## src/rtl/xtbg_pkg.sv

```systemverilog
// Shared constants, types and the reset word table of the XOR table byte generator.
`default_nettype none

package xtbg_pkg;

    localparam int TBL_DEPTH   = 64;
    localparam int ADDR_W      = $clog2(TBL_DEPTH);
    localparam int WORD_W      = 32;
    localparam int BYTE_W      = 8;
    localparam int BYTE_LSB    = 16;
    localparam int SPREAD_DIST = 4;
    localparam int NUM_DIG     = 4;
    localparam int CNT_W       = ADDR_W + 1;

    typedef logic [ADDR_W-1:0] t_addr;
    typedef logic [WORD_W-1:0] t_word;
    typedef logic [CNT_W-1:0]  t_cnt;

    // Transaction opcodes
    localparam logic OP_GEN    = 1'b0;
    localparam logic OP_RESEED = 1'b1;

    // Table contents after reset
    localparam t_word INIT_WORDS [TBL_DEPTH] = '{
        32'h7be9c1bd, 32'h88aa1020, 32'h3d38509b, 32'h746b9fbe,
        32'h2d04417f, 32'h775d4351, 32'h53c48d96, 32'hc2b26e0b,
        32'h418fedcf, 32'h19dbc19e, 32'h78512adb, 32'h1a1f5e2b,
        32'hb07d7761, 32'h6584c1f0, 32'h24e3c36f, 32'h2232310f,
        32'h2dac5ceb, 32'h106e8b5a, 32'h5a05a938, 32'h5e6392b6,
        32'h66b90348, 32'h75264901, 32'h4174f402, 32'hd18b18a4,
        32'h3a6ab4bf, 32'h3c4bc289, 32'h2657a9a9, 32'h4e68589b,
        32'h89648aa6, 32'h3fc489bb, 32'h1c1b715c, 32'h054e4c63,
        32'h484f2abd, 32'h5953c1f8, 32'h79b9ec22, 32'h75536c3d,
        32'h50b10549, 32'h4d7e79b8, 32'h7805da48, 32'h1240f318,
        32'h675a3b56, 32'h70570523, 32'h2c605143, 32'h17d7b2b7,
        32'h55dbc713, 32'h514414b2, 32'h3a09e3c7, 32'ha38823ff,
        32'h61b2a00c, 32'h140f8cff, 32'h61ebb6b5, 32'h486ba354,
        32'h0935d600, 32'h2360aab8, 32'h29f6bbf8, 32'h43a08abf,
        32'h5fac6d41, 32'h504e65a2, 32'hb208e35b, 32'h6910f7e7,
        32'h1012ef5d, 32'h2e2454b7, 32'h6e5f444b, 32'h58621a1b
    };

    // Table access request from the sequencer
    typedef struct packed {
        logic  rd_en;
        t_addr rd_addr_a;
        t_addr rd_addr_b;
        logic  wr_en;
        t_addr wr_addr;
        t_word wr_data;
    } t_mem_req;

endpackage

`default_nettype wire

```

## src/rtl/xtbg_if.sv

```systemverilog
// Valid/ready channel interfaces for the input and result transactions.
`default_nettype none

interface xtbg_in_if;
    import xtbg_pkg::*;

    logic        valid;
    logic        ready;
    logic        op;
    t_word       digest_word0;
    t_word       digest_word1;
    t_word       digest_word2;
    t_word       digest_word3;

    modport source (
        output valid, op, digest_word0, digest_word1, digest_word2, digest_word3,
        input  ready
    );
    modport sink (
        input  valid, op, digest_word0, digest_word1, digest_word2, digest_word3,
        output ready
    );
endinterface

interface xtbg_out_if;
    import xtbg_pkg::*;

    logic              valid;
    logic              ready;
    logic [BYTE_W-1:0] random_byte;

    modport source (output valid, random_byte, input ready);
    modport sink   (input valid, random_byte, output ready);
endinterface

`default_nettype wire

```

## src/rtl/xtbg_mem.sv

```systemverilog
// Word table: one write port, two registered read ports, reset contents via valid bits.
`default_nettype none

module xtbg_mem (
    input  wire                i_clk,
    input  wire                i_rst_n,
    input  xtbg_pkg::t_mem_req i_req,
    output xtbg_pkg::t_word    o_rd_a,
    output xtbg_pkg::t_word    o_rd_b
);
    import xtbg_pkg::*;

    t_word                r_mem [TBL_DEPTH];
    logic [TBL_DEPTH-1:0] r_valid;
    t_word                r_raw_a;
    t_word                r_raw_b;
    logic                 r_va;
    logic                 r_vb;
    t_addr                r_ia;
    t_addr                r_ib;

    // Storage array, no reset
    always_ff @(posedge i_clk) begin
        if (i_req.wr_en) begin
            r_mem[i_req.wr_addr] <= i_req.wr_data;
        end
        if (i_req.rd_en) begin
            r_raw_a <= r_mem[i_req.rd_addr_a];
            r_raw_b <= r_mem[i_req.rd_addr_b];
            r_va    <= r_valid[i_req.rd_addr_a];
            r_vb    <= r_valid[i_req.rd_addr_b];
            r_ia    <= i_req.rd_addr_a;
            r_ib    <= i_req.rd_addr_b;
        end
    end

    // Written flags: an unwritten entry still holds its reset word
    always_ff @(posedge i_clk) begin
        if (!i_rst_n) begin
            r_valid <= '0;
        end else if (i_req.wr_en) begin
            r_valid[i_req.wr_addr] <= 1'b1;
        end
    end

    assign o_rd_a = r_va ? r_raw_a : INIT_WORDS[r_ia];
    assign o_rd_b = r_vb ? r_raw_b : INIT_WORDS[r_ib];

endmodule

`default_nettype wire

```

## src/rtl/xor_table_byte_generator.sv

```systemverilog
// Generate: the accept cycle issues the table read; the byte enters the output register once it is free.
// Reseed: no result (accept cycle, 4 XOR read-modify-writes, OR sweep, zero-column fix,
// pipelined spread); the table has a single write port.
// A new item is taken while a byte still waits in the output register.
// Synchronous active-low reset: pointer to 0, sequencer idle, table back to its constants.
`default_nettype none

module xor_table_byte_generator (
    input  wire  i_clk,
    input  wire  i_rst_n,
    xtbg_in_if.sink    i_in,
    xtbg_out_if.source o_out
);
    import xtbg_pkg::*;

    localparam logic [2:0] S_IDLE   = 3'd0;
    localparam logic [2:0] S_GEN    = 3'd1;
    localparam logic [2:0] S_MIX_RD = 3'd2;
    localparam logic [2:0] S_MIX_WR = 3'd3;
    localparam logic [2:0] S_OR     = 3'd4;
    localparam logic [2:0] S_FIX    = 3'd5;
    localparam logic [2:0] S_SPREAD = 3'd6;

    localparam t_cnt CNT_END = CNT_W'(TBL_DEPTH);
    localparam t_cnt CNT_MIX = CNT_W'(NUM_DIG - 1);

    logic [2:0]        r_state,     n_state;
    t_addr             r_ptr,       n_ptr;
    t_cnt              r_cnt,       n_cnt;
    logic              r_pend,      n_pend;
    t_addr             r_pend_addr, n_pend_addr;
    t_word             r_or,        n_or;
    t_word             r_e0,        n_e0;
    t_word             r_dig [NUM_DIG];
    t_word             n_dig [NUM_DIG];
    logic              r_out_valid, n_out_valid;
    logic [BYTE_W-1:0] r_out_byte,  n_out_byte;

    t_mem_req mem_req;
    t_word    rd_a;
    t_word    rd_b;
    logic     in_acc;
    logic     out_free;
    t_addr    spread_addr;

    xtbg_mem u_mem (
        .i_clk   (i_clk),
        .i_rst_n (i_rst_n),
        .i_req   (mem_req),
        .o_rd_a  (rd_a),
        .o_rd_b  (rd_b)
    );

    assign i_in.ready        = (r_state == S_IDLE);
    assign in_acc            = i_in.valid & i_in.ready;
    assign out_free          = ~r_out_valid | o_out.ready;
    assign o_out.valid       = r_out_valid;
    assign o_out.random_byte = r_out_byte;
    assign spread_addr       = r_ptr - r_cnt[ADDR_W-1:0];

    // Sequencer: read, modify and write back the table
    always_comb begin
        n_state     = r_state;
        n_ptr       = r_ptr;
        n_cnt       = r_cnt;
        n_pend      = 1'b0;
        n_pend_addr = r_pend_addr;
        n_or        = r_or;
        n_e0        = r_e0;
        n_dig       = r_dig;
        n_out_valid = r_out_valid & ~o_out.ready;
        n_out_byte  = r_out_byte;
        mem_req     = '0;

        case (r_state)
            S_IDLE: begin
                if (in_acc) begin
                    if (i_in.op == OP_RESEED) begin
                        n_dig[0] = i_in.digest_word0;
                        n_dig[1] = i_in.digest_word1;
                        n_dig[2] = i_in.digest_word2;
                        n_dig[3] = i_in.digest_word3;
                        n_cnt    = '0;
                        n_state  = S_MIX_RD;
                    end else begin
                        mem_req.rd_en     = 1'b1;
                        mem_req.rd_addr_a = r_ptr;
                        mem_req.rd_addr_b = r_ptr + ADDR_W'(1);
                        n_state           = S_GEN;
                    end
                end
            end

            // Emit the byte and fold the word into the entry above
            S_GEN: begin
                if (out_free) begin
                    mem_req.wr_en   = 1'b1;
                    mem_req.wr_addr = r_ptr + ADDR_W'(1);
                    mem_req.wr_data = rd_b ^ rd_a;
                    n_out_valid     = 1'b1;
                    n_out_byte      = rd_a[BYTE_LSB +: BYTE_W];
                    n_ptr           = r_ptr - ADDR_W'(1);
                    n_state         = S_IDLE;
                end
            end

            S_MIX_RD: begin
                mem_req.rd_en     = 1'b1;
                mem_req.rd_addr_a = r_ptr;
                mem_req.rd_addr_b = r_ptr;
                n_state           = S_MIX_WR;
            end

            // XOR one digest word in, pointer steps down
            S_MIX_WR: begin
                mem_req.wr_en   = 1'b1;
                mem_req.wr_addr = r_ptr;
                mem_req.wr_data = rd_a ^ r_dig[r_cnt[1:0]];
                n_ptr           = r_ptr - ADDR_W'(1);
                if (r_cnt == CNT_MIX) begin
                    n_cnt   = '0;
                    n_or    = '0;
                    n_state = S_OR;
                end else begin
                    n_cnt   = r_cnt + CNT_W'(1);
                    n_state = S_MIX_RD;
                end
            end

            // OR sweep over the whole table, keeping entry 0 aside
            S_OR: begin
                if (r_cnt != CNT_END) begin
                    mem_req.rd_en     = 1'b1;
                    mem_req.rd_addr_a = r_cnt[ADDR_W-1:0];
                    mem_req.rd_addr_b = r_cnt[ADDR_W-1:0];
                    n_pend            = 1'b1;
                    n_pend_addr       = r_cnt[ADDR_W-1:0];
                    n_cnt             = r_cnt + CNT_W'(1);
                end
                if (r_pend) begin
                    n_or = r_or | rd_a;
                    if (r_pend_addr == '0) begin
                        n_e0 = rd_a;
                    end
                end
                if (r_cnt == CNT_END) begin
                    n_state = S_FIX;
                end
            end

            // Bit columns that are zero everywhere become ones in entry 0
            S_FIX: begin
                mem_req.wr_en   = 1'b1;
                mem_req.wr_addr = '0;
                mem_req.wr_data = r_e0 | ~r_or;
                n_cnt           = '0;
                n_state         = S_SPREAD;
            end

            // Pipelined spread: read j and j+4, write j in the next cycle
            S_SPREAD: begin
                if (r_cnt != CNT_END) begin
                    mem_req.rd_en     = 1'b1;
                    mem_req.rd_addr_a = spread_addr;
                    mem_req.rd_addr_b = spread_addr + ADDR_W'(SPREAD_DIST);
                    n_pend            = 1'b1;
                    n_pend_addr       = spread_addr;
                    n_cnt             = r_cnt + CNT_W'(1);
                end
                if (r_pend) begin
                    mem_req.wr_en   = 1'b1;
                    mem_req.wr_addr = r_pend_addr;
                    mem_req.wr_data = rd_a ^ rd_b;
                end
                if (r_cnt == CNT_END) begin
                    n_state = S_IDLE;
                end
            end

            default: begin
                n_state = S_IDLE;
            end
        endcase
    end

    // Control registers
    always_ff @(posedge i_clk) begin
        if (!i_rst_n) begin
            r_state     <= S_IDLE;
            r_ptr       <= '0;
            r_cnt       <= '0;
            r_pend      <= 1'b0;
            r_out_valid <= 1'b0;
        end else begin
            r_state     <= n_state;
            r_ptr       <= n_ptr;
            r_cnt       <= n_cnt;
            r_pend      <= n_pend;
            r_out_valid <= n_out_valid;
        end
    end

    // Payload registers
    always_ff @(posedge i_clk) begin
        r_pend_addr <= n_pend_addr;
        r_or        <= n_or;
        r_e0        <= n_e0;
        r_dig       <= n_dig;
        r_out_byte  <= n_out_byte;
    end

    // A new byte only ever comes from the generate write-back
    a_byte_from_gen: assert property (@(posedge i_clk) disable iff (!i_rst_n)
        $rose(r_out_valid) |-> $past(r_state == S_GEN))
        else $error("output byte loaded outside generate");

    // Pointer moves only on generate or digest mixing
    a_ptr_moves: assert property (@(posedge i_clk) disable iff (!i_rst_n)
        !$stable(r_ptr) |-> ($past(r_state == S_GEN) || $past(r_state == S_MIX_WR)))
        else $error("read pointer moved in wrong state");

    // Sweep counter never runs past the table
    a_cnt_range: assert property (@(posedge i_clk) disable iff (!i_rst_n)
        (r_state == S_OR || r_state == S_SPREAD) |-> (r_cnt <= CNT_END))
        else $error("sweep counter overran");

    // Table writes only in the write-back states
    a_wr_state: assert property (@(posedge i_clk) disable iff (!i_rst_n)
        mem_req.wr_en |-> (r_state == S_GEN || r_state == S_MIX_WR
                           || r_state == S_FIX || r_state == S_SPREAD))
        else $error("table written in wrong state");

endmodule

`default_nettype wire

```

## src/flat_wrapper.sv

```systemverilog
// flat-port wrapper written by rule: the top's interface ports become plain ports
module xor_table_byte_generator_flat import xtbg_pkg::*;
  (i_clk, i_rst_n, i_in_valid, i_in_op, i_in_digest_word0, i_in_digest_word1, i_in_digest_word2, i_in_digest_word3, i_in_ready, o_out_valid, o_out_random_byte, o_out_ready);
  xtbg_in_if i_in_i ();
  xtbg_out_if o_out_i ();
  input  wire i_clk;
  input  wire i_rst_n;
  input wire logic [$bits(i_in_i.valid)-1:0] i_in_valid;
  input wire logic [$bits(i_in_i.op)-1:0] i_in_op;
  input wire logic [$bits(i_in_i.digest_word0)-1:0] i_in_digest_word0;
  input wire logic [$bits(i_in_i.digest_word1)-1:0] i_in_digest_word1;
  input wire logic [$bits(i_in_i.digest_word2)-1:0] i_in_digest_word2;
  input wire logic [$bits(i_in_i.digest_word3)-1:0] i_in_digest_word3;
  output wire logic [$bits(i_in_i.ready)-1:0] i_in_ready;
  output wire logic [$bits(o_out_i.valid)-1:0] o_out_valid;
  output wire logic [$bits(o_out_i.random_byte)-1:0] o_out_random_byte;
  input wire logic [$bits(o_out_i.ready)-1:0] o_out_ready;
  assign i_in_i.valid = i_in_valid;
  assign i_in_i.op = i_in_op;
  assign i_in_i.digest_word0 = i_in_digest_word0;
  assign i_in_i.digest_word1 = i_in_digest_word1;
  assign i_in_i.digest_word2 = i_in_digest_word2;
  assign i_in_i.digest_word3 = i_in_digest_word3;
  assign i_in_ready = i_in_i.ready;
  assign o_out_valid = o_out_i.valid;
  assign o_out_random_byte = o_out_i.random_byte;
  assign o_out_i.ready = o_out_ready;
  xor_table_byte_generator u_core (.i_clk(i_clk), .i_rst_n(i_rst_n), .i_in(i_in_i), .o_out(o_out_i));
endmodule
```

## config.mk

```make
export PLATFORM = sky130hd
export DESIGN_NAME = xor_table_byte_generator_flat
export DESIGN_NICKNAME = d
export VERILOG_FILES = /design/src/rtl/xtbg_pkg.sv /design/src/rtl/xtbg_if.sv /design/src/rtl/xtbg_mem.sv /design/src/rtl/xor_table_byte_generator.sv /design/src/flat_wrapper.sv
export SDC_FILE = /design/constraint.sdc
export NUM_CORES = 1
export LEC_CHECK = 0
export BUFFER_PORTS_ARGS = -buffer_cell sky130_fd_sc_hd__buf_2
export CAP_MARGIN = 10
export CORE_UTILIZATION = 30
export DETAILED_ROUTE_END_ITERATION = 7
export SYNTH_ARGS = -nofsm -noshare
export SYNTH_HDL_FRONTEND = slang
export SYNTH_SLANG_ARGS = --single-unit
```

## constraint.sdc

```tcl
create_clock -name i_clk -period 13.6 [get_ports i_clk]
set_input_delay 2.04 -clock i_clk [delete_from_list [all_inputs] [get_ports i_clk]]
set_output_delay 2.04 -clock i_clk [all_outputs]
set_load 0.05 [all_outputs]
```

==> impl_results.md, run 1 <==
- Detailed Route WL: 112700 um
- Gp weighted congestion: 0.9245
- Seq cells post-synth: 686
- Seq/Total Area, Yosys: 0.5640
- Reg2Reg Depth: 14
- Vias post-DR: ~27000
- Postcts setup bufs: 0
- Outcome: completed
- Final setup vio count: 0
- Hold path cells: 1
- Layout cells sized above 1: 0.1030
- Slew @ Worst Pin: between 1000 and 1500 ps
- Avg Inst Size Synth: between 10 and 15 um^2
- Root Driver: clkbuf_16
- PD cells: approximately 160 nW/um^2
- HPWL after DPL: 68800 um
- Hold/Removal Path Class: flip-flop to flip-flop
- Top Ports: 143
- Total gr overflow: 0
- Total track usage: 0.1850
- HP Start: u_core.u_mem.r_valid[16]$_SDFFE_PN0P_
- Clk sinks: 686
- First-pass GRT wire length: around 170000 um
- N_diodes: 0
- Die area: ~120000 um^2
- Synthesized Nets: 3350
- Port Buffer Count: 46
- Synth Flop Type: edfxtp_1
- Maxcap violations: 0
- Initial antenna violation count: 2
- CP Cell Sequence: buf_2 > nor2b_1 > o211ai_1 > and2_4 > inv_8 > buf_4 > mux2i_1 > mux2i_1 > a2111oi_0 > a21oi_1 > and4_1
- Final nets: 3279
- Kind of critical path: input pin to flip-flop
- TNS Setup: 0 ps
- Hold Buf Count CTS: 0
- Leakage: 12.27 nW
- Placed inst area: 36540 um^2
- RSZ-0062 raised after global routing: false
- Die height: around 340 um
- Clock Pin Slew Worst Setup and Hold Paths: 60 ps
- Post-CTS Resized: 0
- R2R setup slack: around 7500 ps
- Crit-path most repeated cell: mux2i_1
- DR pass1 iterations: 6
- Commonest cells after routing, fill and taps aside: 604 x edfxtp_1, 569 x nand2_1, 406 x a21oi_1
- Peak VDD IR: 0.00009958 V
- F_max: 163.9 MHz
- Routed Antenna Nets: 0
- Htree depth: 3
- Util after Layout: 0.3372
- Vias/cell: 5.793
- Crit path launch type: input pin
- Distinct cells, synth: 80
- Core area: between 100000 and 150000 um^2
- Cell Area, Synth: 35070 um^2
- Fillers: 11518
- Endpoints failing hold: 0
- WP data arrival: 6490 ps
- Largest net degree at the start of global routing: 139
- Worst setup EP type: flip-flop
- Reg2reg start: u_core.r_cnt[1]$_SDFFE_PN0P_
- Number of global-route vias before repair: 25320
- CTS tree: built
- Initial Utilization: 0.3022
- Max incr delay on CP: between 1000 and 1500 ps
- Tot Pwr: 6.108 mW
- Critical R2R Capture: u_core.u_mem.r_raw_b[20]$_DFFE_PP_
- Die X: 343.9 um
- Commonest non-fill, non-tap cell in the layout: edfxtp_1
- Synth-to-layout area growth: 11.57%
- CP max FO: between 100 and 150
- Remaining DRCs: 0
- Cell count after synthesis: 3191
- Tcrit/Tclk final: 0.4486
- CTS Buffer Depth: 3
- Worst-Skew Late Latency: 650 ps
- Yosys warnings: 0
- Post-synth EDFFs: 604
- Fin crit period: approximately 6100 ps
- Wire length per cell: approximately 24 um
- Cts bufs inserted: 77
- Final Cell Area: 39130 um^2
- Site Rows: 125
- Headroom to the max-slew limit: 0.1004
- Req. time, crit path: 13990 ps
- Share of flip-flops with an asynchronous set or reset: 0
- Slowest cell on crit path: a2111oi_0
- Worst Skew: 30.50 ps
- Final Max Tran Viols: 0
- Hold EP: u_core.u_mem.r_valid[16]$_SDFFE_PN0P_
- First DRT Iteration DRCs: 3853
==> worst max path at each step <==
| stage | from | slack (ps) | cells after the start | to |
|---|---|---|---|---|
| 2_1_floorplan | o_out_ready | 8270 | 6 | u_core.u_mem.r_mem[0][17]$_DFFE_PP_ |
| 3_3_place_gp | i_in_valid | 7190 | 11 | u_core.u_mem.r_raw_b[20]$_DFFE_PP_ |
| 3_5_place_dp | i_in_valid | 7130 | 11 | u_core.u_mem.r_raw_b[20]$_DFFE_PP_ |
| 4_1_cts | u_core.r_cnt[1]$_SDFFE_PN0P_ | 7690 | 12 | u_core.u_mem.r_raw_b[22]$_DFFE_PP_ |
| 5_1_grt | u_core.r_cnt[1]$_SDFFE_PN0P_ | 7360 | 12 | u_core.u_mem.r_vb$_DFFE_PP_ |
| 6_report | i_in_valid | 7500 | 11 | u_core.u_mem.r_raw_a[21]$_DFFE_PP_ |
==> synth_stat cells, types with 59 or more instances <==
cell type	number	share of area
a22oi_1	59	0.013
buf_2	91	0.013
nor2_1	142	0.015
dfxtp_1	82	0.047
clkbuf_1	100	0.011
nand2_1	569	0.061
mux2i_1	169	0.048
edfxtp_1	604	0.52
nand3_1	72	0.010
a221oi_1	108	0.027
o21a_1	83	0.018
o21ai_0	63	0.0090
a21oi_1	406	0.058
==> critical path: cells and delay by family <==
family	cells	cell delay (ps)
compound gates	3	1560
buf+inv	3	1300
simple gates	3	960
mux	2	370
==> cell families (layout without fill, tap and decap cells) <==
logic type / count (synthesis) / in the layout / synth area share
muxes: 233 / 233 / 0.07553
DFF: 686 / 686 / 0.5640
and+or+nand+nor: 952 / 952 / 0.1195
adders and majority gates: 26 / 26 / 0.009490
xor gates and xnor gates: 20 / 20 / 0.005423
AOI/OAI and AO/OA: 983 / 983 / 0.1864
buffers and inverters: 291 / 284 / 0.03971
==> sequential cells by signal (all words and copies together) (netlist names), 7 cells and up <==
register,count
u_core.u_mem.r_mem,512
u_core.u_mem.r_valid,64
u_core.r_dig,32
u_core.o_out.random_byte,8
u_core.r_e0,8
u_core.r_or,8
u_core.u_mem.r_raw_a,8
u_core.u_mem.r_raw_b,8
u_core.r_cnt,7
==> cell type report <==
cell class                      count  area (um^2)  share of cell area
Multi-Input combinational cell   2214        14050              0.3590
Clock inverter                     31        332.8            0.008505
Sequential cell                   686        19780              0.5055
Inverter                           41        175.2            0.004477
Tap cell                         1524         1907             0.04873
Timing Repair Buffer              100        635.6             0.01624
Clock buffer                      112         2255             0.05762
==> stage by stage <==
| stage | cells | setup WS (ps) | hold WS [ps] |
|---|---|---|---|
| final | 4708 | 7499 | 484.2 |
| after detailed placement | 4565 | 7134 | 475.7 |
| after global placement | 4565 | 7187 | 473.5 |
| after CTS | 4708 | 7685 | 491.6 |
| after floorplan | 3191 | 8269 | 456.8 |
| after global routing | 4708 | 7364 | 506.4 |
==> power breakdown <==
group,switching (mW),internal (mW),total [mW]
logic,0.965,0.373,1.34
clock network,0.885,1.24,2.12
registers,0.0610,2.59,2.65
total,1.91,4.20,6.11
==> routing by layer <==
metal,vias to the layer above,wire (um),track usage
met1,13496,47610,0.2569
li1,12029,-,-
met3,247,11040,0.03797
met5,-,0,0
met2,1501,49310,0.2800
met4,0,4702,0.07651
Power figures use the tool's default switching activity.
==> run 2: changes to the inputs <==
- clock period: 13.6 -> 5.72 ns (I/O delays scaled with it)
==> run 2 against run 1 <==
Compared with the run above: register-to-register slack got worse by 6400 ps; flip-flop and latch count unchanged; clock-buffer cell count down 6; worst hold slack worse by 79 ps; largest power group unchanged; sequential power grew 140%; utilization up 0.75 points; clock skew shrank 7.3 ps; via count increased by 0.81%; sequential share of layout area shrank 1.1 points; clock power is 140% higher; non-clock buffer count grew 96; worst setup slack got worse by 6400 ps.
==> impl_results.md, run 2 (synthesis gave the netlist of run 1 again) <==
- Largest net degree at the start of global routing: 134 (-3.6%)
- PD cells: 365.5 nW/um^2 (+130%)
- Number of global-route vias before repair: 25639 (+1.3%)
- Max FFs per register: 512 (unchanged)
- Slew @ Worst Pin: 1119 ps (-196.4 ps)
- First-pass GRT wire length: 167500 um (+1.1%)
- Die area: 118300 um^2 (unchanged)
- Final Cell Area: 40000 um^2 (+2.2%)
- Placed inst area: 37410 um^2 (+2.4%)
- Peak VDD IR: 0.0002313 V (+130%)
- Clock Pin Slew Worst Setup and Hold Paths: 60 ps (about the same)
- Layout cells sized above 1: 0.1291 (+0.02611)
- Crit path launch type: flip-flop
- Leakage: 12.82 nW (+4.5%)
- Outcome: completed
- Pre-CTS setup slack: 1104 ps (-6030 ps)
- Endpoints failing hold: 0 (unchanged)
- Routed Antenna Nets: 0 (unchanged)
- Detailed Route WL: 112900 um (+0.25%)
- Slowest cell on crit path: o22ai_1
- Total track usage: 0.1869 (+0.001955)
- Remaining DRCs: 0 (unchanged)
- CP max FO: 51 (-50%)
- Worst setup EP type: flip-flop
- Hold/Removal Path Class: input pin to flip-flop
- HPWL after DPL: 71860 um (+4.5%)
- Port Buffer Count: 46 (unchanged)
- Commonest non-fill, non-tap cell in the layout: edfxtp_1
- First DRT Iteration DRCs: 3620 (-6.0%)
- F_max: 214.7 MHz
- Combinational power share: 0.223 (+0.004)
- Fillers: 11417 (-0.88%)
- CP Cell Sequence: inv_1 > ha_1 > inv_1 > fa_1 > mux2_2 > o211ai_1 > and3_4 > clkinv_8 > buf_4 > mux2_2 > o22ai_1 > nor2_1 > o22ai_1 > nor4_2
- Final Max Tran Viols: 0 (unchanged)
- Area occupied by multi-input gates: 14040 um^2 (about the same)
- Maxcap violations: 0 (unchanged)
- Req. time, crit path: 6050 ps (-7940 ps)
- Clk sinks: 686 (unchanged)
- Synth-to-layout area growth: 14.06%
- Initial Utilization: 0.3022 (unchanged)
- CP top delay family: compound AO/OA/AOI/OAI gates
- Top Ports: 143 (unchanged)
- Site Rows: 125 (unchanged)
- Final setup vio count: 0 (unchanged)
- Fin worst setup slack: 1063 ps (-6436 ps)
- RSZ-0062 raised after global routing: false
- Final nets: 3375 (+2.9%)
- Total gr overflow: 0 (unchanged)
- Wire length per cell: 23.53 um (-1.7%)
- Max incr delay on CP: 640 ps (-530 ps)
- Vias/cell: 5.728 (-1.1%)
- Die X: 343.9 um (unchanged)
- Commonest cells after routing, fill and taps aside: 604 x edfxtp_1, 569 x nand2_1, 406 x a21oi_1
- CTS tree: built
- Clock power share: 0.347 (about the same)
- N_diodes: 0 (unchanged)
- DR pass1 iterations: 6 (unchanged)
- Kind of critical path: flip-flop to flip-flop
- WP data arrival: 4990 ps (-1500 ps)
- Top flop regs: u_core.u_mem.r_mem x512, u_core.u_mem.r_valid x64, u_core.r_dig x32
- Worst-Skew Late Latency: 640 ps (about the same)
- Net Sw Frac: 0.3063 (-0.006453)
- Final std cells w/o fill: 4800 (+2.0%)
- Root Driver: clkbuf_16
- Core area: 116000 um^2 (unchanged)
- TNS Setup: 0 ps (unchanged)
- CTS Buffer Depth: 3 (unchanged)
- Die height: 343.9 um (unchanged)
- Tcrit/Tclk final: 0.8141
- Worst Path Buf+Inv: 4 (+1)
- Initial antenna violation count: 0 (-2)
- Placed insts: 4660 (+2.1%)
- Worst Skew: 23.23 ps (-7.267 ps)
- Register area: 19780 um^2 (unchanged)
- Hold Buf Count CTS: 0 (unchanged)
- Sequential power share: 0.430 (-0.003)
- Util after Layout: 0.3447 (+0.007526)
- Post-CTS Resized: 0 (unchanged)
- Fin crit period: 4657 ps
- Cts bufs inserted: 77 (unchanged)
- Top reg by flops: u_core.u_mem.r_mem
- Switching Power: 4.478 mW (+130%)
- Gp weighted congestion: 0.9559 (+3.4%)
- Postcts setup bufs: 0 (unchanged)
- Internal: 10.14 mW (+140%)
- Htree depth: 3 (unchanged)
- Headroom to the max-slew limit: 0.2507 (+0.1503)
- Vias post-DR: 27495 (+0.81%)
-- run 2: power by group through the flow --
stage	clock network, mW	registers (mW)	logic [mW]
global placement	0	6.39	3.18
finish	5.08	6.29	3.25
CTS	5.15	6.28	3.22
detailed placement	0	6.39	3.21
global route	5.32	6.30	3.46
floorplan	0	6.36	1.96
-- run 2: worst paths after layout --
| path | start | to | slack [ps] | cells after the start |
|---|---|---|---|---|
| setup reg to reg | u_core.r_ptr[0]$_SDFFE_PN0P_ | u_core.u_mem.r_raw_b[17]$_DFFE_PP_ | 1060 | 14 |
| hold reg to reg | u_core.u_mem.r_valid[29]$_SDFFE_PN0P_ | u_core.u_mem.r_valid[29]$_SDFFE_PN0P_ | 490 | 1 |
| hold / removal | i_in_digest_word3[22] | u_core.r_dig[22]$_DFFE_PP_ | 400 | 1 |
| setup / recovery | u_core.r_ptr[0]$_SDFFE_PN0P_ | u_core.u_mem.r_raw_b[17]$_DFFE_PP_ | 1060 | 14 |
-- run 2: layout make-up --
| cell class | instances | area share |
|---|---|---|
| sequential | 686 | 0.4944 |
| multi-input combinational | 2214 | 0.3510 |
| clock buffer | 106 | 0.05474 |
| tap | 1524 | 0.04767 |
| timing repair buffer | 196 | 0.03816 |
| clock inverter | 33 | 0.009633 |
| inverter | 41 | 0.004379 |
-- run 2: per-stage QoR --
step	power, mW	hold slack (ps)
after floorplan	8.325	456.8
after global placement	9.570	472.6
after detailed placement	9.601	476.4
after CTS	14.65	375.8
after global routing	15.09	389.6
final	14.62	404.7
-- run 2: per-layer routing --
| layer | GRT usage | wire, um | vias to the layer above |
|---|---|---|---|
| met2 | 0.2896 | 50610 | 1514 |
| met1 | 0.2585 | 47040 | 13526 |
| li1 | - | - | 12244 |
| met5 | 0 | 0 | - |
| met4 | 0.07706 | 4332 | 0 |
| met3 | 0.03147 | 10970 | 211 |
